**src/design/fbs_pkg.sv**
```systemverilog
// Shared constants, register codes and types of the frame byte stuffer.
package fbs_pkg;

  localparam int unsigned BYTE_W       = 8;
  localparam int unsigned HEADER_BYTES = 4;
  localparam int unsigned HDR_POS_W    = 3;
  localparam int unsigned CFG_IDX_W    = 2;
  localparam int unsigned QUEUE_DEPTH  = 2;
  localparam int unsigned QUEUE_AW     = $clog2(QUEUE_DEPTH);

  localparam logic [BYTE_W-1:0] FLAG_RESET         = 8'd126;
  localparam logic [BYTE_W-1:0] ESCAPE_RESET       = 8'd125;
  localparam logic [BYTE_W-1:0] FLAG_SUBST_RESET   = 8'd94;
  localparam logic [BYTE_W-1:0] ESCAPE_SUBST_RESET = 8'd93;

  typedef enum logic [CFG_IDX_W-1:0] {
    CFG_FLAG         = 2'd0,
    CFG_ESCAPE       = 2'd1,
    CFG_FLAG_SUBST   = 2'd2,
    CFG_ESCAPE_SUBST = 2'd3
  } cfg_idx_e;

  typedef struct packed {
    logic [BYTE_W-1:0] flag_byte;
    logic [BYTE_W-1:0] escape_byte;
    logic [BYTE_W-1:0] flag_substitute;
    logic [BYTE_W-1:0] escape_substitute;
  } cfg_t;

  // One classified input byte: the bytes to send and whether there are two.
  typedef struct packed {
    logic [BYTE_W-1:0] first_byte;
    logic [BYTE_W-1:0] second_byte;
    logic              two;
    logic              frame_end;
  } item_t;

  // Handshake between two internal stages.
  typedef struct packed {
    logic valid;
    logic ready;
  } hs_t;

endpackage

```
**src/design/fbs_in_if.sv**
```systemverilog
// Input channel: one unstuffed frame byte per transfer.
interface fbs_in_if;
  logic                      valid;
  logic                      ready;
  logic [fbs_pkg::BYTE_W-1:0] in_byte;
  logic                      in_frame_end;

  modport source (output valid, output in_byte, output in_frame_end, input ready);
  modport sink (input valid, input in_byte, input in_frame_end, output ready);
endinterface

```
**src/design/fbs_out_if.sv**
```systemverilog
// Output channel: one stuffed frame byte per transfer.
interface fbs_out_if;
  logic                      valid;
  logic                      ready;
  logic [fbs_pkg::BYTE_W-1:0] out_byte;
  logic                      out_frame_end;
  logic                      run_end;

  modport source (output valid, output out_byte, output out_frame_end, output run_end,
                  input ready);
  modport sink (input valid, input out_byte, input out_frame_end, input run_end,
                output ready);
endinterface

```
**src/design/fbs_front.sv**
```systemverilog
// Front stage: accepts input bytes, tracks the header position and classifies each byte.
module fbs_front (
  input  logic               clk_i,
  input  logic               rst_ni,
  input  fbs_pkg::cfg_t      cfg_i,
  fbs_in_if.sink             in_i,
  output fbs_pkg::hs_t       push_hs_o,
  input  logic               push_ready_i,
  output fbs_pkg::item_t     push_item_o
);

  logic [fbs_pkg::HDR_POS_W-1:0] hdr_pos_q, hdr_pos_d;
  logic                          in_header;
  logic                          accept;

  assign in_header = hdr_pos_q < fbs_pkg::HDR_POS_W'(fbs_pkg::HEADER_BYTES);
  assign accept    = in_i.valid & push_ready_i;

  assign in_i.ready      = push_ready_i;
  assign push_hs_o.valid = in_i.valid;
  assign push_hs_o.ready = push_ready_i;

  always_comb begin
    push_item_o.first_byte  = in_i.in_byte;
    push_item_o.second_byte = cfg_i.flag_substitute;
    push_item_o.two         = 1'b0;
    push_item_o.frame_end   = in_i.in_frame_end;
    hdr_pos_d               = hdr_pos_q;
    if (in_i.in_frame_end) begin
      hdr_pos_d = '0;
    end else if (in_header) begin
      hdr_pos_d = hdr_pos_q + fbs_pkg::HDR_POS_W'(1);
    end else if (in_i.in_byte == cfg_i.flag_byte) begin
      // A flag match wins when flag and escape hold the same value.
      push_item_o.first_byte  = cfg_i.escape_byte;
      push_item_o.second_byte = cfg_i.flag_substitute;
      push_item_o.two         = 1'b1;
    end else if (in_i.in_byte == cfg_i.escape_byte) begin
      push_item_o.first_byte  = cfg_i.escape_byte;
      push_item_o.second_byte = cfg_i.escape_substitute;
      push_item_o.two         = 1'b1;
    end
  end

  always_ff @(posedge clk_i or negedge rst_ni) begin
    if (!rst_ni) begin
      hdr_pos_q <= '0;
    end else if (accept) begin
      hdr_pos_q <= hdr_pos_d;
    end
  end

endmodule

```
**src/design/fbs_queue.sv**
```systemverilog
// Short queue of classified bytes between the front and back stages.
module fbs_queue (
  input  logic           clk_i,
  input  logic           rst_ni,
  input  logic           push_valid_i,
  output logic           push_ready_o,
  input  fbs_pkg::item_t push_item_i,
  output logic           pop_valid_o,
  input  logic           pop_ready_i,
  output fbs_pkg::item_t pop_item_o
);

  fbs_pkg::item_t                 mem_q [fbs_pkg::QUEUE_DEPTH];
  logic [fbs_pkg::QUEUE_AW-1:0]   wr_ptr_q, rd_ptr_q;
  logic [fbs_pkg::QUEUE_AW:0]     count_q;
  logic                           push, pop;

  assign push_ready_o = count_q != (fbs_pkg::QUEUE_AW+1)'(fbs_pkg::QUEUE_DEPTH);
  assign pop_valid_o  = count_q != '0;
  assign pop_item_o   = mem_q[rd_ptr_q];
  assign push         = push_valid_i & push_ready_o;
  assign pop          = pop_valid_o & pop_ready_i;

  always_ff @(posedge clk_i) begin
    if (push) begin
      mem_q[wr_ptr_q] <= push_item_i;
    end
  end

  always_ff @(posedge clk_i or negedge rst_ni) begin
    if (!rst_ni) begin
      wr_ptr_q <= '0;
      rd_ptr_q <= '0;
      count_q  <= '0;
    end else begin
      if (push) begin
        wr_ptr_q <= (wr_ptr_q == fbs_pkg::QUEUE_AW'(fbs_pkg::QUEUE_DEPTH - 1)) ? '0
                  : wr_ptr_q + fbs_pkg::QUEUE_AW'(1);
      end
      if (pop) begin
        rd_ptr_q <= (rd_ptr_q == fbs_pkg::QUEUE_AW'(fbs_pkg::QUEUE_DEPTH - 1)) ? '0
                  : rd_ptr_q + fbs_pkg::QUEUE_AW'(1);
      end
      if (push && !pop) begin
        count_q <= count_q + (fbs_pkg::QUEUE_AW+1)'(1);
      end else if (pop && !push) begin
        count_q <= count_q - (fbs_pkg::QUEUE_AW+1)'(1);
      end
    end
  end

endmodule

```
**src/design/fbs_back.sv**
```systemverilog
// Back stage: expands each classified byte into one or two output transfers.
module fbs_back (
  input  logic           clk_i,
  input  logic           rst_ni,
  input  logic           pop_valid_i,
  output logic           pop_ready_o,
  input  fbs_pkg::item_t pop_item_i,
  fbs_out_if.source      out_o
);

  typedef enum logic {
    PH_FIRST,
    PH_SECOND
  } phase_e;

  phase_e                     phase_q;
  logic                       out_valid_q;
  logic [fbs_pkg::BYTE_W-1:0] out_byte_q, second_byte_q;
  logic                       frame_end_q, run_end_q;
  logic                       load;

  // The output register may be refilled when empty or while being drained.
  assign load        = !out_valid_q || out_o.ready;
  assign pop_ready_o = load && (phase_q == PH_FIRST);

  assign out_o.valid         = out_valid_q;
  assign out_o.out_byte      = out_byte_q;
  assign out_o.out_frame_end = frame_end_q;
  assign out_o.run_end       = run_end_q;

  always_ff @(posedge clk_i or negedge rst_ni) begin
    if (!rst_ni) begin
      phase_q       <= PH_FIRST;
      out_valid_q   <= 1'b0;
      out_byte_q    <= '0;
      second_byte_q <= '0;
      frame_end_q   <= 1'b0;
      run_end_q     <= 1'b0;
    end else if (load) begin
      case (phase_q)
        PH_SECOND: begin
          out_valid_q <= 1'b1;
          out_byte_q  <= second_byte_q;
          frame_end_q <= 1'b0;
          run_end_q   <= 1'b1;
          phase_q     <= PH_FIRST;
        end
        PH_FIRST: begin
          out_valid_q <= pop_valid_i;
          if (pop_valid_i) begin
            out_byte_q    <= pop_item_i.first_byte;
            second_byte_q <= pop_item_i.second_byte;
            frame_end_q   <= pop_item_i.frame_end;
            run_end_q     <= !pop_item_i.two;
            phase_q       <= pop_item_i.two ? PH_SECOND : PH_FIRST;
          end
        end
        default: begin
          phase_q     <= PH_FIRST;
          out_valid_q <= 1'b0;
        end
      endcase
    end
  end

endmodule

```
**src/design/frame_byte_stuffer_unit.sv**
```systemverilog
// Top level of the frame byte stuffer: configuration registers and the stage wiring.
//
//   channel   direction  payload                               transfer when
//   in_i      in         in_byte[7:0], in_frame_end            valid & ready
//   out_o     out        out_byte[7:0], out_frame_end, run_end valid & ready
//   cfg       in         cfg_idx_i[1:0], cfg_data_i[7:0]       cfg_we_i
//
// A plain byte passes through the queue and the output register, one byte per cycle
// while the output is ready. An escaped byte gives two output transfers; the
// two-entry queue holds input meanwhile; input stalls only when the queue is full.
// Reset clears the header position, the queue and the output register, and loads the
// default special byte values.
module frame_byte_stuffer_unit (
  input  logic                          clk_i,
  input  logic                          rst_ni,
  fbs_in_if.sink                        in_i,
  fbs_out_if.source                     out_o,
  input  logic                          cfg_we_i,
  input  logic [fbs_pkg::CFG_IDX_W-1:0] cfg_idx_i,
  input  logic [fbs_pkg::BYTE_W-1:0]    cfg_data_i
);

  fbs_pkg::cfg_t  cfg_q;
  fbs_pkg::hs_t   push_hs;
  fbs_pkg::item_t push_item, pop_item;
  logic           push_ready, pop_valid, pop_ready;

  always_ff @(posedge clk_i or negedge rst_ni) begin
    if (!rst_ni) begin
      cfg_q.flag_byte         <= fbs_pkg::FLAG_RESET;
      cfg_q.escape_byte       <= fbs_pkg::ESCAPE_RESET;
      cfg_q.flag_substitute   <= fbs_pkg::FLAG_SUBST_RESET;
      cfg_q.escape_substitute <= fbs_pkg::ESCAPE_SUBST_RESET;
    end else if (cfg_we_i) begin
      case (fbs_pkg::cfg_idx_e'(cfg_idx_i))
        fbs_pkg::CFG_FLAG:         cfg_q.flag_byte         <= cfg_data_i;
        fbs_pkg::CFG_ESCAPE:       cfg_q.escape_byte       <= cfg_data_i;
        fbs_pkg::CFG_FLAG_SUBST:   cfg_q.flag_substitute   <= cfg_data_i;
        fbs_pkg::CFG_ESCAPE_SUBST: cfg_q.escape_substitute <= cfg_data_i;
        default: ;
      endcase
    end
  end

  fbs_front u_front (
    .clk_i        (clk_i),
    .rst_ni       (rst_ni),
    .cfg_i        (cfg_q),
    .in_i         (in_i),
    .push_hs_o    (push_hs),
    .push_ready_i (push_ready),
    .push_item_o  (push_item)
  );

  fbs_queue u_queue (
    .clk_i        (clk_i),
    .rst_ni       (rst_ni),
    .push_valid_i (push_hs.valid),
    .push_ready_o (push_ready),
    .push_item_i  (push_item),
    .pop_valid_o  (pop_valid),
    .pop_ready_i  (pop_ready),
    .pop_item_o   (pop_item)
  );

  fbs_back u_back (
    .clk_i       (clk_i),
    .rst_ni      (rst_ni),
    .pop_valid_i (pop_valid),
    .pop_ready_o (pop_ready),
    .pop_item_i  (pop_item),
    .out_o       (out_o)
  );

`ifndef SYNTHESIS
  // The second half of an escaped pair is ready in the cycle after the first is taken.
  a_pair_follows: assert property (@(posedge clk_i) disable iff (!rst_ni)
    out_o.valid && out_o.ready && !out_o.run_end |=> out_o.valid && out_o.run_end)
    else $error("escaped pair not completed back to back");

  // The last byte of a frame is never split into a pair.
  a_end_single: assert property (@(posedge clk_i) disable iff (!rst_ni)
    out_o.valid && out_o.out_frame_end |-> out_o.run_end)
    else $error("frame end on the first half of a pair");

  // Input is taken only while the queue has room.
  a_push_room: assert property (@(posedge clk_i) disable iff (!rst_ni)
    in_i.valid && in_i.ready |-> push_hs.ready && push_hs.valid)
    else $error("input transfer without queue room");
`endif

endmodule
```
**src/flat_wrapper.sv**
```systemverilog
// flat-port wrapper written by rule: the top's interface ports become plain ports
module frame_byte_stuffer_unit_flat 
  (clk_i, rst_ni, cfg_we_i, cfg_idx_i, cfg_data_i, in_i_valid, in_i_in_byte, in_i_in_frame_end, in_i_ready, out_o_valid, out_o_out_byte, out_o_out_frame_end, out_o_run_end, out_o_ready);
  fbs_in_if in_i_i ();
  fbs_out_if out_o_i ();
  input  logic clk_i;
  input  logic rst_ni;
  input  logic cfg_we_i;
  input  logic [fbs_pkg::CFG_IDX_W-1:0] cfg_idx_i;
  input  logic [fbs_pkg::BYTE_W-1:0] cfg_data_i;
  input wire logic [$bits(in_i_i.valid)-1:0] in_i_valid;
  input wire logic [$bits(in_i_i.in_byte)-1:0] in_i_in_byte;
  input wire logic [$bits(in_i_i.in_frame_end)-1:0] in_i_in_frame_end;
  output wire logic [$bits(in_i_i.ready)-1:0] in_i_ready;
  output wire logic [$bits(out_o_i.valid)-1:0] out_o_valid;
  output wire logic [$bits(out_o_i.out_byte)-1:0] out_o_out_byte;
  output wire logic [$bits(out_o_i.out_frame_end)-1:0] out_o_out_frame_end;
  output wire logic [$bits(out_o_i.run_end)-1:0] out_o_run_end;
  input wire logic [$bits(out_o_i.ready)-1:0] out_o_ready;
  assign in_i_i.valid = in_i_valid;
  assign in_i_i.in_byte = in_i_in_byte;
  assign in_i_i.in_frame_end = in_i_in_frame_end;
  assign in_i_ready = in_i_i.ready;
  assign out_o_valid = out_o_i.valid;
  assign out_o_out_byte = out_o_i.out_byte;
  assign out_o_out_frame_end = out_o_i.out_frame_end;
  assign out_o_run_end = out_o_i.run_end;
  assign out_o_i.ready = out_o_ready;
  frame_byte_stuffer_unit u_core (.clk_i(clk_i), .rst_ni(rst_ni), .in_i(in_i_i), .out_o(out_o_i), .cfg_we_i(cfg_we_i), .cfg_idx_i(cfg_idx_i), .cfg_data_i(cfg_data_i));
endmodule
```
**config.mk**
```make
export PLATFORM = sky130hd
export DESIGN_NAME = frame_byte_stuffer_unit_flat
export DESIGN_NICKNAME = d
export VERILOG_FILES = /design/src/design/fbs_pkg.sv /design/src/design/fbs_in_if.sv /design/src/design/fbs_out_if.sv /design/src/design/fbs_front.sv /design/src/design/fbs_queue.sv /design/src/design/fbs_back.sv /design/src/design/frame_byte_stuffer_unit.sv /design/src/flat_wrapper.sv
export SDC_FILE = /design/constraint.sdc
export NUM_CORES = 1
export LEC_CHECK = 0
export ABC_AREA = 0
export BUFFER_PORTS_ARGS = -buffer_cell sky130_fd_sc_hd__buf_2
export CORE_MARGIN = 2
export CORE_UTILIZATION = 50
export CTS_CLUSTER_SIZE = 30
export DETAILED_ROUTE_END_ITERATION = 6
export GPL_ROUTABILITY_DRIVEN = 0
export HOLD_SLACK_MARGIN = 0.08
export PLACE_DENSITY_LB_ADDON = 0.12
export SLEW_MARGIN = 30
export SYNTH_ARGS = -nofsm -noshare
export SYNTH_HDL_FRONTEND = slang
export SYNTH_SLANG_ARGS = --single-unit
```
**constraint.sdc**
```tcl
create_clock -name clk_i -period 2.5 [get_ports clk_i]
set_input_delay 0.5 -clock clk_i [delete_from_list [all_inputs] [get_ports clk_i]]
set_output_delay 0.5 -clock clk_i [all_outputs]
set_load 0.01 [all_outputs]
```
Word-level counts from Yosys, hierarchy flattened
Memory sizes are Yosys's and may differ from the RTL's.
Cells that the tools add are included.
- memories: 1
- memory bits (read-only): 0
- bits of input ports: 24
- logic and storage cells: 72
- RAM bits: 36
- output and inout port bits: 12
- register bits: 59
- latch bits: 0
- bitwise gates (word level): 3
- reduce and logical (&&, ||, !) cells: 19
- eq/ne operators: 7
- divide/modulo/power cells: 0
- add/subtract/negate cells: 5
- multipliers: 0
- magnitude comparators: 1
- shifts and indexed selects: 0
- muxes and demuxes: 22
- memory list (name ; depth ; bits a word ; rd ports ; clocked after Yosys merged registers in ; write ports ; line ; text):
    u_core.u_queue.mem_q ; 2 ; 18 ; 1 ; 0 ; 1 ; fbs_queue.sv:13 ; fbs_pkg::item_t mem_q [fbs_pkg::QUEUE_DEPTH];
- operators with widths (kind ; count):
    17-bit 2-to-1 mux ; 4
    8-bit == test ; 2
    8-bit case mux with 2 select lines ; 1
    2-bit AND reduction ; 6
    1-bit 2-to-1 mux ; 8
    8-bit 2-to-1 mux ; 1
    1-bit case mux with 2 select lines ; 4
    3-bit 2-to-1 mux ; 2
    2-bit nonzero test ; 3
    2-bit == test, second input constant ; 2
    1-bit zero test ; 4
    2-bit 2-to-1 mux ; 2
    2-bit != test, second input constant ; 2
    3-bit by 1-bit adder with 3-bit output, second input constant ; 1
    1-bit logical AND ; 3
    3-bit < comparator, second input constant ; 1
    3-bit AND reduction ; 1
    1-bit adder, second input constant ; 2
    2-bit by 1-bit adder with 2-bit output, second input constant ; 1
    1-bit bitwise AND ; 2
    2-bit by 1-bit == test with 1-bit output, second input constant ; 1
    2-bit zero test ; 1
    2-bit by 1-bit subtractor with 2-bit output, second input constant ; 1
    1-bit logical OR ; 1
    1-bit NOT ; 1

Longest topological paths before layout
Gate-level depths: netlist (run 1).
- depth in word-level cells: 7
- gate-level depth with buffers: 7
- mapped depth without buffers: 7

By module
A second synthesis (run 1) with hierarchy kept.
- cell total of the unflattened synthesis: 262
- area, all modules: 4249.1 um^2
- by module, submodules not included (module ; sequential area each (um^2) ; area each (um^2) ; instances ; cells each):
    fbs_queue ; 1181.1 ; 1542.7 ; 1 ; 74
    frame_byte_stuffer_unit ; 828.3 ; 1239.9 ; 1 ; 68
    fbs_back ; 500.5 ; 864.6 ; 1 ; 58
    fbs_front ; 75.1 ; 601.8 ; 1 ; 62

Worst setup path after synthesis (run 1)
Ideal clock, no wire load.
- path kind: register -> register
- start point: reg u_core.u_queue.count_q[0] (netlist name)
- end point: mem u_core.u_queue.mem_q[0][0] (netlist name) (enable)
- stages on the path, launching flop included: 4
- data required time: 2.107 ns
- clock period less this slack: 1.964 ns
- setup slack: 0.536 ns
- library setup time: 0.393 ns
- path buffers: 0
- arrival: 1.572 ns
- path through: dfrtp_1 > nand2b_1 > nand2_1 > nor2_1
- word-level cells in the longest chain between the ends: 4
- ends and longest elaborated chain (element ; line ; text):
    start: declaration ; fbs_queue.sv:15 ; logic [fbs_pkg::QUEUE_AW:0] count_q;
    start signal: assignment ; fbs_queue.sv:45 ; count_q <= count_q + (fbs_pkg::QUEUE_AW+1)'(1);
    start signal: assignment ; fbs_queue.sv:47 ; count_q <= count_q - (fbs_pkg::QUEUE_AW+1)'(1);
    2-bit != test ; fbs_queue.sv:18 ; assign push_ready_o = count_q != (fbs_pkg::QUEUE_AW+1)'(fbs_pkg::QUEUE_DEPTH);
    named net in_i_ready ; flat_wrapper.sv:14 ; output wire logic [$bits(in_i_i.ready)-1:0] in_i_ready;
    1-bit bitwise AND ; fbs_queue.sv:21 ; assign push = push_valid_i & push_ready_o;
    1-bit 2-to-1 mux ; fbs_queue.sv:25 ; if (push) begin
    1-bit 2-to-1 mux (implied by the code) ; fbs_queue.sv:26 ; mem_q[wr_ptr_q] <= push_item_i;
    end: declaration ; fbs_queue.sv:13 ;
The timed path passes the listed nets, and every way through them passes these cells.

==> summary.txt, run 1 <==
Clocking
  – CTS Root Buffer Type: clkbuf_8
  – Hold Buf Count CTS: 0
  – Clock Latency Late Sink: 0.36 ns
  – Number of setup buffers added after CTS: 0
  – H-tree depth: 3
  – Post_cts resized: 0
  – CTS clk-pin slew, worst paths: approximately 0.09 ns
  – Clock Path Buffers: 2
  – CTS Sinks: 95
  – CTS tree: yes
  – CTS Buf Count: 9

Logic synthesis
  – Ys async rst share: 62.1%
  – Register area share after synthesis: 63.5%
  – Mapped Nets: 311
  – Synthesized flop and latch total: 95
  – Mapped Cells: 285
  – Post-synth top flop: dfrtp_1
  – Syn Area/Cell: approximately 14 sq um
  – Library cells used by synthesis: 34
  – Yosys warning count: 0
  – Post-Syn Area: between 4000 and 5000 sq um
  – Post-synth EDFFs: 36

Pwr
  – Peak VDD IR: 0.000405 V
  – Power share of the clock group: 23.1%
  – Sw Ratio: between 30% and 40%
  – Internal power: 3.31 mW
  – Sequential share of power: 51.0%
  – Sw Pwr: between 1 and 1.5 mW
  – Comb pwr share: 25.9%
  – Leakage: 1.92 nW
  – Power, Total: around 4.8 mW
  – PD cells: 1040 nW/um^2

Job
  – Max-Cap Viols: 0

Floorplan
  – Starting Density: about 52%
  – Core area: approximately 7800 sq um
  – Die span in y: roughly 94 um
  – # rows: 32
  – Die Wd: between 90 and 100 um
  – I/O pins: 36
  – DIE AREA: 8870 sq um

Route
  – Drt pass-1 iters: 4
  – Wirelength per Cell: 15.7 um
  – DRC violations left: 0
  – Routed vias/inst: 5.07
  – Via count: 2216
  – Final wirelength: 6.86 mm
  – First DRT Iteration DRCs: 45
  – Final ANT Viol Nets: 0

STA
  – RSZ-0062 raised after global routing: false
  – Fin crit share: between 80 and 90%
  – Final setup margin: 0.338 ns
  – Slew Viols, Final: 0
  – Setup Skew: around 0.0084 ns
  – Setup violators final: 0
  – Worst-Margin Slew: 0.706 ns
  – Max_slew headroom: 52.7%
  – Crit path time final: 2.16 ns
  – Post-route setup TNS: 0 ns
  – Max Freq: 462 MHz
  – Final hold violation count: 0

Finish
  – Commonest cells after routing, fill and taps aside: mux2_2, dfrtp_1, edfxtp_1, buf_2
  – Share of layout cells above drive strength 1: 39.4%
  – Fin nets: 356
  – Finished Cell Area: 4610 sq um
  – Fin util: 59.1%
  – Commonest non-fill, non-tap cell in the layout: mux2_2
  – Layout area overhead: 13.3%
  – Ant diodes: 0

Placement
  – Port bufs: 35
  – Place WS: 0.137 ns
  – Hpwl dp: 4.81 mm
  – Post-place instance area: 4390 sq um

Worst setup path
  – Setup CP Type: register to register
  – CP Max Fanout: 8
  – Critical Path End Type: register
  – Worst Path Required: 2.61 ns
  – Worst EP arrival: 2.27 ns
  – Crit path launch type: register

Global route
  – First-pass GRT wire length: about 11 mm
  – Total congestion overflow: 0
  – Vias in the first global route: approximately 2.2k
  – Largest net degree at the start of global routing: 60
  – Tot GR Track Use: 17.4%
  – Initial antenna violation count: 0

Outcome
  – Outcome: completed

Hold path
  – Hold Path Class: input port to asynchronous set/reset pin
power groups by stage:
| stage | Sequential (mW) | Clock (mW) | Combinational (mW) |
|---|---|---|---|
| 2_1_floorplan | 2.40 | 0 | 0.955 |
| 4_1_cts | 2.46 | 1.14 | 1.27 |
| 3_3_place_gp | 2.48 | 0 | 1.24 |
| 3_5_place_dp | 2.50 | 0 | 1.26 |
| 5_1_grt | 2.52 | 1.22 | 1.42 |
| 6_report | 2.45 | 1.11 | 1.25 |
cell families (layout without fill, tap and decap cells):
| logic type | after synthesis | after routing | share of synthesized area (%) |
|---|---|---|---|
| muxes | 66 | 66 | 18.5 |
| buffers and inverters | 11 | 61 | 1.32 |
| AOI/OAI and AO/OA | 35 | 35 | 4.55 |
| DFF | 95 | 95 | 63.5 |
| adders and majority gates | 2 | 2 | 0.615 |
| xor gates and xnor gates | 21 | 21 | 4.52 |
| and+or+nand+nor | 55 | 55 | 6.98 |
per-layer routing:
layer,vias to the layer above,GRT usage (%),wire [um]
li1,1108,-,-
met1,1059,23.2,3350
met2,39,27.6,3180
met3,10,4.74,226
met4,0,5.80,104
met5,-,0,0
layout make-up:
type | instances | area [sq um]
clock inverters | 6 | 90.1
well taps | 102 | 128
flip-flops and latches | 95 | 2580
clock buffers | 10 | 128
fillers | 642 | 3200
inverters | 3 | 11.3
multi-input cells | 179 | 1430
repair buffers | 42 | 240
Yosys cell counts, types with 3 or more instances:
cell type | count | area [sq um]
o21ai_0 | 11 | 55.1
buf_2 | 4 | 20.0
mux2i_1 | 18 | 180
mux2_4 | 8 | 120
a21oi_1 | 21 | 105
mux2_2 | 38 | 428
inv_1 | 3 | 11.3
xor2_1 | 19 | 166
nand2_1 | 13 | 48.8
clkbuf_1 | 3 | 11.3
dfstp_2 | 22 | 578
dfrtp_1 | 37 | 926
edfxtp_1 | 36 | 1080
nand2b_1 | 4 | 25.0
nor3_1 | 3 | 15.0
nor2_1 | 22 | 82.6
state kept, by name, indices dropped and copies added (netlist names), 2 cells and up:
| name | cells |
|---|---|
| u_core.u_back.out_o.out_byte | 8 |
| u_core.cfg_q | 32 |
| u_core.u_queue.count_q | 2 |
| u_core.u_front.hdr_pos_q | 3 |
| u_core.u_queue.mem_q | 36 |
| u_core.u_back.second_byte_q | 8 |
worst paths after layout:
check / startpoint / end / slack (ns) / cells after the start
worst max-delay path: u_core.cfg_q[22] / u_core.u_queue.mem_q[0][7] / 0.34 / 5
worst min-delay path: rst_ni / u_core.u_back.second_byte_q[6] / 0.13 / 2
worst max register to register: u_core.cfg_q[22] / u_core.u_queue.mem_q[0][7] / 0.34 / 5
worst min register to register: u_core.u_back.out_o.out_byte[5] / u_core.u_back.out_o.out_byte[5] / 0.48 / 2
max in group asynchronous: rst_ni / u_core.cfg_q[29] / 2.06 / 2
min in group clk_i: in_i_in_frame_end / u_core.u_front.hdr_pos_q[2] / 0.37 / 2
worst max-delay path, stage by stage (launching register included):
cell	delay [ns]
dfstp_2	0.57
xor2_1	0.07
nor3_1	0.31
nand3_2	0.13
nand2b_1	0.41
mux2_4	0.41
stage by stage:
stage,instances,hold slack [ns]
3_5_place_dp,421,0.465
6_report,437,0.131
4_1_cts,437,0.134
5_1_grt,437,0.142
2_1_floorplan,285,0.204
3_3_place_gp,421,0.457
Note: power is estimated with default switching activity, not from simulation.
==> run 2: changes to the inputs <==
--- a/config.mk
+++ b/config.mk
@@ -13,7 +13,7 @@
 export DETAILED_ROUTE_END_ITERATION = 6
 export GPL_ROUTABILITY_DRIVEN = 0
 export HOLD_SLACK_MARGIN = 0.08
-export PLACE_DENSITY_LB_ADDON = 0.12
+export PLACE_DENSITY = 0.75
 export SLEW_MARGIN = 30
 export SYNTH_ARGS = -nofsm -noshare
 export SYNTH_HDL_FRONTEND = slang
==> run 2 against run 1 <==
Global-route usage down 0.38 points. Critical endpoint is now u_core.u_queue.mem_q[1][5]. Fmax down 2.5%. Clock-buffer cell count unchanged. Largest cell class unchanged. Clock power down 16%. Register-to-register slack worse by 0.06 ns. Worst hold slack better by 0.0041 ns. Highest routed layer unchanged.
==> summary.txt, run 2 (synthesis gave the netlist of run 1 again) <==
Outcome
  – Outcome: completed

Placement
  – Dpl cells: 420 (-0.24%)
  – Post-place instance area: 4370 sq um (-0.46%)
  – Place WS: 0.0675 ns (-0.0699 ns)
  – Hpwl dp: 4.91 mm (+2.1%)
  – Port bufs: 35 (unchanged)

Finish
  – Fin util: 58.4% (-0.67 points)
  – Ant diodes: 0 (unchanged)
  – Fin nets: 355 (-0.28%)
  – FILL cells: 636 (-0.93%)
  – Max reg flops: 36 (unchanged)
  – Cell Count, Final, Fillers Out: 436 (-0.23%)
  – Layout area overhead: 12.1%
  – Top reg by flops: u_core.u_queue.mem_q
  – Commonest non-fill, non-tap cell in the layout: mux2_2
  – Finished Cell Area: 4560 sq um (-1.1%)
  – Top Registers: u_core.u_queue.mem_q x36, u_core.cfg_q x32
  – Commonest cells after routing, fill and taps aside: mux2_2, dfrtp_1, edfxtp_1, buf_2
  – Share of layout cells above drive strength 1: 38.3% (-1.1 points)

Pwr
  – Sequential share of power: 52.2% (+1.2 points)
  – Power, Total: 4.64 mW (-3.5%)
  – Sw Ratio: 31.1% (about the same)
  – PD cells: 1020 nW/um^2 (-2.4%)
  – Sw Pwr: 1.44 mW (-3.5%)
  – Peak VDD IR: 0.000418 V (+3.3%)
  – Comb pwr share: 27.8% (+1.9 points)
  – Power share of the clock group: 20.0% (-3.1 points)
  – Leakage: 1.90 nW (-1.5%)
  – Internal power: 3.20 mW (-3.5%)

Floorplan
  – Die Wd: 94.2 um (unchanged)
  – DIE AREA: 8870 sq um (unchanged)
  – I/O pins: 36 (unchanged)
  – Core area: 7810 sq um (unchanged)
  – Starting Density: 52.1% (unchanged)
  – Die span in y: 94.2 um (unchanged)
  – # rows: 32 (unchanged)

STA
  – Max Freq: 451 MHz (-2.5%)
  – Post-route setup TNS: 0 ns (unchanged)
  – Setup Skew: 0.00994 ns (+0.00149 ns)
  – RSZ-0062 raised after global routing: false
  – Crit path time final: 2.22 ns (+0.0553 ns)
  – Fin crit share: 88.7% (+2.2 points)
  – Setup violators final: 0 (unchanged)
  – Final setup margin: 0.282 ns (-0.0553 ns)
  – WHS: 0.135 ns (+0.00412 ns)
  – Final hold violation count: 0 (unchanged)
  – Slew Viols, Final: 0 (unchanged)
  – Max_slew headroom: 57.3% (+4.6 points)
  – Worst-Margin Slew: 0.641 ns (-0.0654 ns)

Worst setup path
  – Worst Path Required: 2.60 ns (about the same)
  – Worst R2R Setup Slack: 0.28 ns (-0.06 ns)
  – Critical Path End Type: register
  – Setup CP Type: register to register
  – R2R cell count: 5 (unchanged)
  – R2R Path End: u_core.u_queue.mem_q[1][5]
  – Worst EP arrival: 2.32 ns (+0.05 ns)
  – Crit path launch type: register
  – R2R Path Start: u_core.cfg_q[22]
  – CP Max Fanout: 8 (unchanged)

Hold path
  – Hold Path Class: input port to asynchronous set/reset pin

Clocking
  – CTS Root Buffer Type: clkbuf_8
  – Number of setup buffers added after CTS: 0 (unchanged)
  – Hold Buf Count CTS: 0 (unchanged)
  – CTS Buf Count: 9 (unchanged)
  – H-tree depth: 3 (unchanged)
  – Post_cts resized: 0 (unchanged)
  – CTS tree: yes
  – CTS Sinks: 95 (unchanged)
  – Clock Latency Late Sink: 0.36 ns (about the same)
  – CTS clk-pin slew, worst paths: 0.09 ns (about the same)
  – Clock Path Buffers: 2 (unchanged)

Global route
  – Vias in the first global route: 2195 (-1.8%)
  – Largest net degree at the start of global routing: 26 (-57%)
  – Total congestion overflow: 0 (unchanged)
  – Initial antenna violation count: 0 (unchanged)
  – Tot GR Track Use: 17.0% (-0.38 points)
  – First-pass GRT wire length: 11.3 mm (+0.49%)

Route
  – Drt pass-1 iters: 4 (unchanged)
  – First DRT Iteration DRCs: 102 (+130%)
  – Via count: 2257 (+1.9%)
  – Wirelength per Cell: 15.3 um (-2.3%)
  – Routed vias/inst: 5.18 (+2.1%)
  – Final wirelength: 6.69 mm (-2.5%)
  – DRC violations left: 0 (unchanged)
  – Final ANT Viol Nets: 0 (unchanged)

Job
  – Max-Cap Viols: 0 (unchanged)
run 2: cell types whose count changed in the layout (fill, tap and decap cells not counted), sizes merged:
cell | previous run | this run
buf | 42 | 41
bufinv | 2 | 1
clkinv | 0 | 5
inv | 7 | 3
run 2: critical path: stages, from the launching register on:
cell and delay (ns):
dfstp_2 0.56, xor2_1 0.06, nor3_1 0.34, nand3_2 0.14, nand2b_1 0.44, mux2_4 0.43
run 2: final cells by class:
type	count	area, sq um	share of cell area [%]
Clock buffer	10	128	2.80
Clock inverter	6	51.3	1.13
Inverter	3	11.3	0.247
Multi-Input combinational cell	179	1440	31.5
Sequential cell	95	2580	56.7
Tap cell	102	128	2.80
Timing Repair Buffer	41	220	4.83
run 2: power groups by stage:
stage | registers [mW] | clock network [mW] | logic (mW)
after CTS | 2.43 | 0.962 | 1.30
after global placement | 2.44 | 0 | 1.27
after global routing | 2.48 | 1.03 | 1.47
final | 2.42 | 0.929 | 1.29
after detailed placement | 2.46 | 0 | 1.30
after floorplan | 2.40 | 0 | 0.955
run 2: metal layers:
metal | vias up | GRT usage [%] | part of all wire, % | wire, um
li1 | 1108 | - | - | -
met5 | - | 0 | 0 | 0
met4 | 0 | 4.95 | 1.4 | 91
met2 | 50 | 25.8 | 47 | 3130
met3 | 10 | 6.10 | 5.3 | 353
met1 | 1089 | 23.1 | 47 | 3120
run 2: how the worst max path moves through the flow:
stage                              startpoint                          to  slack, ns  cells past startpoint
floorplan           u_core.u_queue.count_q[0]  u_core.u_queue.mem_q[0][0]       0.54                      3
global placement              in_i_in_byte[0]  u_core.u_queue.mem_q[1][3]       0.07                      6
detailed placement            in_i_in_byte[0]  u_core.u_queue.mem_q[1][8]       0.07                      6
CTS                 u_core.u_back.out_o.valid   u_core.u_queue.count_q[1]       0.23                      7
global route                 u_core.cfg_q[25]  u_core.u_queue.mem_q[1][8]       0.16                      5
finish                       u_core.cfg_q[22]  u_core.u_queue.mem_q[1][5]       0.28                      5
